<file path="config.mk">
export PLATFORM = sky130hd
export DESIGN_NAME = ossf_sqrt_pipe
export DESIGN_NICKNAME = d
export VERILOG_FILES = /design/src/rtl/one_sided_spring_force_unit_assert.svh /design/src/rtl/ossf_sqrt_pipe.sv
export SDC_FILE = /design/constraint.sdc
export NUM_CORES = 2
export LEC_CHECK = 0
export ABC_CLOCK_PERIOD_IN_PS = 10100
export CAP_MARGIN = 20
export CORE_MARGIN = 3
export CORE_UTILIZATION = 60
export CTS_CLUSTER_DIAMETER = 150
export DETAILED_ROUTE_END_ITERATION = 10
export DONT_BUFFER_PORTS = 1
export PLACE_DENSITY = 0.81
export SETUP_SLACK_MARGIN = 0.02
export SLEW_MARGIN = 15
export SYNTH_ARGS = -nofsm -noshare
export SYNTH_HDL_FRONTEND = slang
export SYNTH_MEMORY_MAX_BITS = 65536
export SYNTH_SLANG_ARGS = --single-unit
</file>
<file path="constraint.sdc">
create_clock -name i_clk -period 10.1 [get_ports i_clk]
set_input_delay 0.505 -clock i_clk [delete_from_list [all_inputs] [get_ports i_clk]]
set_output_delay 0.505 -clock i_clk [all_outputs]
set_load 0.005 [all_outputs]
</file>
<file path="src/rtl/one_sided_spring_force_unit_assert.svh">
// ----------------------------------------------------------------------------
// one_sided_spring_force_unit_assert.svh
// Assertion macros for the spring force unit, clocked on i_clk, reset i_rst_n.
// ----------------------------------------------------------------------------
`ifndef ONE_SIDED_SPRING_FORCE_UNIT_ASSERT_SVH
`define ONE_SIDED_SPRING_FORCE_UNIT_ASSERT_SVH

// antecedent implies consequent in the same cycle
`define OSSF_ASSERT_NOW(label, ante, cons) \
    label: assert property (@(posedge i_clk) disable iff (!i_rst_n) (ante) |-> (cons)) \
        else $error("spring force unit: same-cycle check failed");

// antecedent implies consequent in the next cycle
`define OSSF_ASSERT_NEXT(label, ante, cons) \
    label: assert property (@(posedge i_clk) disable iff (!i_rst_n) (ante) |=> (cons)) \
        else $error("spring force unit: next-cycle check failed");

`endif

</file>
<file path="src/rtl/ossf_sqrt_pipe.sv">
// ----------------------------------------------------------------------------
// ossf_sqrt_pipe
// Pipelined digit-by-digit integer square root, one root bit per stage.
// ----------------------------------------------------------------------------
module ossf_sqrt_pipe #(
    parameter int LW  = 33,
    parameter int SBW = 8
) (
    input  logic              i_clk,
    input  logic              i_rst_n,
    input  logic              i_en,
    input  logic              i_vld,
    input  logic [2*LW-1:0]   i_rad,
    input  logic [SBW-1:0]    i_sb,
    output logic              o_vld,
    output logic [LW-1:0]     o_root,
    output logic [SBW-1:0]    o_sb
);

    localparam int SW = 2 * LW;
    localparam int RMW = LW + 2;

    logic            w_vld  [0:LW];
    logic [SW-1:0]   w_rad  [0:LW];
    logic [RMW-1:0]  w_rem  [0:LW];
    logic [LW-1:0]   w_root [0:LW];
    logic [SBW-1:0]  w_sb   [0:LW];

    logic            r_vld  [0:LW-1];
    logic [SW-1:0]   r_rad  [0:LW-1];
    logic [RMW-1:0]  r_rem  [0:LW-1];
    logic [LW-1:0]   r_root [0:LW-1];
    logic [SBW-1:0]  r_sb   [0:LW-1];

    assign w_vld[0]  = i_vld;
    assign w_rad[0]  = i_rad;
    assign w_rem[0]  = '0;
    assign w_root[0] = '0;
    assign w_sb[0]   = i_sb;

    for (genvar j = 0; j < LW; j++) begin : g_stage
        logic [RMW+1:0] w_t;
        logic [RMW+1:0] w_trial;
        logic           w_ge;
        logic [RMW+1:0] w_diff;

        assign w_t     = {w_rem[j], w_rad[j][SW-1 -: 2]};
        assign w_trial = {2'b00, w_root[j], 2'b01};
        assign w_ge    = (w_t >= w_trial);
        assign w_diff  = w_t - w_trial;

        always_ff @(posedge i_clk) begin
            if (!i_rst_n) begin
                r_vld[j] <= 1'b0;
            end else if (i_en) begin
                r_vld[j] <= w_vld[j];
            end
        end

        always_ff @(posedge i_clk) begin
            if (i_en) begin
                r_rad[j]  <= {w_rad[j][SW-3:0], 2'b00};
                r_rem[j]  <= w_ge ? w_diff[RMW-1:0] : w_t[RMW-1:0];
                r_root[j] <= {w_root[j][LW-2:0], w_ge};
                r_sb[j]   <= w_sb[j];
            end
        end

        assign w_vld[j+1]  = r_vld[j];
        assign w_rad[j+1]  = r_rad[j];
        assign w_rem[j+1]  = r_rem[j];
        assign w_root[j+1] = r_root[j];
        assign w_sb[j+1]   = r_sb[j];
    end

    assign o_vld  = w_vld[LW];
    assign o_root = w_root[LW];
    assign o_sb   = w_sb[LW];

endmodule

</file>
## Word level (Yosys, flattened, before mapping)

Memories as Yosys holds them, arrays and structs flattened.
Cells that the tools add are included.

- Memories kept: 5
- Output and inout bits: 42
- Bits of input ports: 78
- Logic and storage cells: 175
- Memory bits (writable): 4653
- Register bits: 0

Memory list:

| name | depth | bits a word | read ports | clocked after memory_dff | write ports | line | RTL |
|---|---|---|---|---|---|---|---|
| r_rad | 33 | 64 | 32 | 0 | 33 | ossf_sqrt_pipe.sv:30 | `logic [SW-1:0] r_rad [0:LW-1];` |
| r_rem | 33 | 35 | 32 | 0 | 33 | ossf_sqrt_pipe.sv:31 | `logic [RMW-1:0] r_rem [0:LW-1];` |
| r_root | 33 | 33 | 33 | 0 | 33 | ossf_sqrt_pipe.sv:32 | `logic [LW-1:0] r_root [0:LW-1];` |
| r_sb | 33 | 8 | 33 | 0 | 33 | ossf_sqrt_pipe.sv:33 | `logic [SBW-1:0] r_sb [0:LW-1];` |
| r_vld | 33 | 1 | 33 | 0 | 33 | ossf_sqrt_pipe.sv:29 | `logic r_vld [0:LW-1];` |

- Add/subtract/negate cells: 33
- Muxes and demuxes: 71
- Magnitude comparators: 33
- Bitwise operators: 33

Operators by type and width:

| operator | number |
|---|---|
| $ge A37 B35 Y1 | 32 |
| $mux W35 | 33 |
| $sub A35 B35 Y35 | 32 |
| $mux W1 | 38 |
| $or A1 B1 Y1 | 33 |
| $sub A2 B1 Y3 const B | 1 |
| $ge A2 B1 Y1 const B | 1 |

## Logic depth before layout (Yosys ltp)

- Word-level depth: 4
- Mapped depth: 15

## Least setup slack after synthesis

No wires, ideal clock.

- Path kind: register to register
- From: mem r_rem[0][911] (netlist bit)
- To: mem r_rem[0][950] (netlist bit) (data pin)
- Slack: 6.644 ns
- Path buffers: 3
- Stages on the path, launching flop included: 14
- Period minus slack after synthesis: 3.456 ns
- Setup time: 0.274 ns
- Data arrival time: 3.182 ns
- Path through: edfxtp_1 ha_1 o21ai_0 a221oi_1 a41oi_1 o31ai_1 a221oi_1 o31a_1 o21ba_2 clkbuf_1 clkbuf_1 buf_1 nand2_1 o31ai_1

RTL lines:

| what | line |
|---|---|
| start: declaration | ossf_sqrt_pipe.sv:31 |

==> impl_results.md <==
- Outcome: finished clean
- Global-route usage over all layers: 23.2%
- Post-synth top cells: 2980 x edfxtp_1, 758 x inv_1, 749 x nand2_1, 596 x ha_1, 588 x o21ai_0
- Mapped Cells: 10181
- WL met1: 120000 um
- Row Count: 173
- CP peak stage delay: 0.72 ns
- Vias: 80528
- Number of synthesized register bits: 2981
- CTS max path bufs: 4
- Power per cell area: 230 mW/mm^2
- DR pass1 iterations: 6
- Share of layout cells above drive strength 1: 6.13%
- Final WS setup: 4.58 ns
- WL met3: 16300 um
- Mapped Nets: 10855
- I/O pin cnt: 120
- Post-Route Skew: 0.0719 ns
- CTS tree: built
- Fin Hold WS: 0.0724 ns
- Worst-Skew Late Latency: 0.95 ns
- Yosys cell types: 100
- Starting Density: 60.5%
- Die Y: 480 um
- Worst-path cell chain: buf_16 > buf_16 > buf_16 > buf_16 > buf_16 > buf_16 > nand2b_1 > buf_4
- Main flop type after synthesis: edfxtp_1
- Via density: 5.91
- Ys Warns: 0
- Max_slew headroom: 6.21%
- Setup tns final: 0 ns
- Post-CTS Setup Inserts: 0
- RSZ-0062 raised after global routing: false
- Antenna Nets Post-Route: 0
- Mapped Avg Cell Area: 13.3 um^2
- Setup violations, final: 0
- Area of the multi-input gates: 0.0419 mm^2
- Vias in the first global route: 78634
- Worst-path clk slew: 0.06 ns
- Largest cells by area after synthesis: edfxtp_1 66%, ha_1 5.5%, xor2_1 3.1%
- Critical path class: in2reg
- Starting DRT DRC Count: 7536
- Clock root buffer: clkbuf_16
- Core footprint: 0.223 mm^2
- Lkg Pwr: 56.4 nW
- Worst Hold Class: in2reg
- DP HPWL: 185000 um
- Post-CTS sizing: 0
- Cells on Worst Hold Path: 1
- Core Util, Final: 67.1%
- Critical path's slowest cell: buf_16
- Area growth, synth to finish: 10.9%
- Post-Synthesis Cell Area: 0.135 mm^2
- Max-cap violations: 0
- Initial antenna violation count: 11
- TritonCTS buffer count: 319
- Top-area cell type share of the netlist area: 66.3%
- Leading area contributor after synthesis: edfxtp_1
- CP most frequent cell: buf_16
- Critical path peak fanout: 213
- Count leader, synth: edfxtp_1
- DRC Markers: 0
- Critical path endpoint category: register
- Routed len/inst: 19.9 um
- Clock sinks: 2981
- Slew Limit Fails: 0
- H-tree levels: 5
- Critical path arrival: 6.11 ns
- Worst path required time: 10.69 ns
- EDFF count, synth: 2980
- IO buf count: 0
- Die width: 480 um
- R2R cell count: 11
- Crit path launch type: primary input
- First-pass GRT wire length: 429000 um
- Final nets: 11100
- Pin count of the biggest net entering global routing: 259
- Met2 wire len: 128000 um
- Total chip power: 34.4 mW
- Final Hold Viols: 0
- DP Worst Slack: 3.25 ns
- Least-Margin Pin Slew: 1.41 ns
- Top sig layer: met5
- Fin crit period: 5.52 ns
- Congestion Overflow GR: 0
- Ys async rst share: 0%
- Final GP Congestion: 0.946
- Tcrit/Tclk final: 54.7%
- Sequential-to-total area share from yosys stat: 66.3%
- Final wirelength: 271000 um
- R2r setup slk: 5.75 ns
- Max Fclk: 0.181 GHz
- Fill count: 15548
- Worst VDD drop: 183 uV
- FF+latch area: 0.0895 mm^2
- Die area: 0.231 mm^2
-- final timing paths --
path | endpoint | startpoint
setup / recovery | r_vld[3] | i_en
hold / removal | r_rad[0][17] | i_en
setup reg to reg | r_rem[0][1012] | r_rem[0][949]
hold reg to reg | r_rad[0][741] | r_rad[0][675]
-- state kept, by name, summed over array words and instances (netlist names) --
name    count
r_rem    1067
r_rad    1056
r_root    561
r_sb      264
r_vld      33
-- layer usage --
metal	track usage (%)	up-vias
met1	33.6	39256
li1	-	38400
met4	5.99	6
met3	3.70	426
met5	0	-
met2	37.2	2440
-- critical path: cells and delay by family --
kind	cells	cell delay, ns
buffers and inverters	7	3.77
AND/OR/NAND/NOR	1	0.67
-- final cells by class --
type	instances	area share, %
Antenna cell	3	0.00502
Clock buffer	374	5.56
Clock inverter	177	1.16
Inverter	761	1.91
Multi-Input combinational cell	6233	28.0
Sequential cell	2981	59.8
Tap cell	2975	2.49
Timing Repair Buffer	130	1.04
-- layout by cell type, fill, tap and decap left out, types with 21 or more instances in the layout --
cell | synthesis | layout
edfxtp_1 | 2980 | 2980
inv_1 | 758 | 757
nand2_1 | 749 | 749
ha_1 | 596 | 596
o21ai_0 | 588 | 588
a21oi_1 | 564 | 563
nor2_1 | 551 | 550
xor2_1 | 482 | 482
xnor2_1 | 417 | 417
clkbuf_16 | 0 | 325
nor3_1 | 292 | 288
a21o_1 | 258 | 258
nand3_1 | 166 | 166
nand2b_1 | 127 | 127
nor4_1 | 124 | 124
nand4_1 | 112 | 112
or3_1 | 111 | 111
o21a_1 | 87 | 87
and3_1 | 79 | 79
dlygate4sd3_1 | 0 | 78
nor2b_1 | 75 | 75
o31ai_1 | 69 | 68
o21bai_1 | 67 | 67
or4_1 | 61 | 61
clkinv_1 | 2 | 60
clkinv_2 | 0 | 56
a211oi_1 | 58 | 54
clkbuf_1 | 184 | 49
o211ai_1 | 46 | 46
a31oi_1 | 46 | 45
mux2_2 | 44 | 44
or2_2 | 37 | 37
buf_4 | 1 | 33
bufinv_16 | 0 | 32
and2_1 | 27 | 27
nand3b_1 | 22 | 22
nand4b_1 | 21 | 21
-- report_power, final --
group | switching (mW) | internal (mW) | leakage, nW
Combinational | 3.90 | 2.67 | 22.8
Sequential | 0.979 | 15.5 | 28.8
Clock | 4.61 | 6.69 | 4.90
Total | 9.48 | 24.9 | 56.4
-- stage by stage --
step	cell area, um^2	cells
after global routing	150000	13633
after global placement	139000	12995
after detailed placement	139000	12997
after floorplan	135000	10181
final	150000	13634
after CTS	150000	13626
-- cells by family after synthesis --
kind of cell	synth area share (%)
adders and majority gates	5.53
muxes	0.501
other	0.00278
xor gates and xnor gates	5.85
DFF	66.3
buffers and inverters	2.71
and+or+nand+nor	9.81
AOI/OAI and AO/OA	9.29
-- repair_timing --
item / CTS / global route
hold endpoints to repair: 109 / 0
setup endpoints to repair: 0 / 0
hold buffers: 78 / 0
No activity file was read; power rests on OpenSTA's default activity.
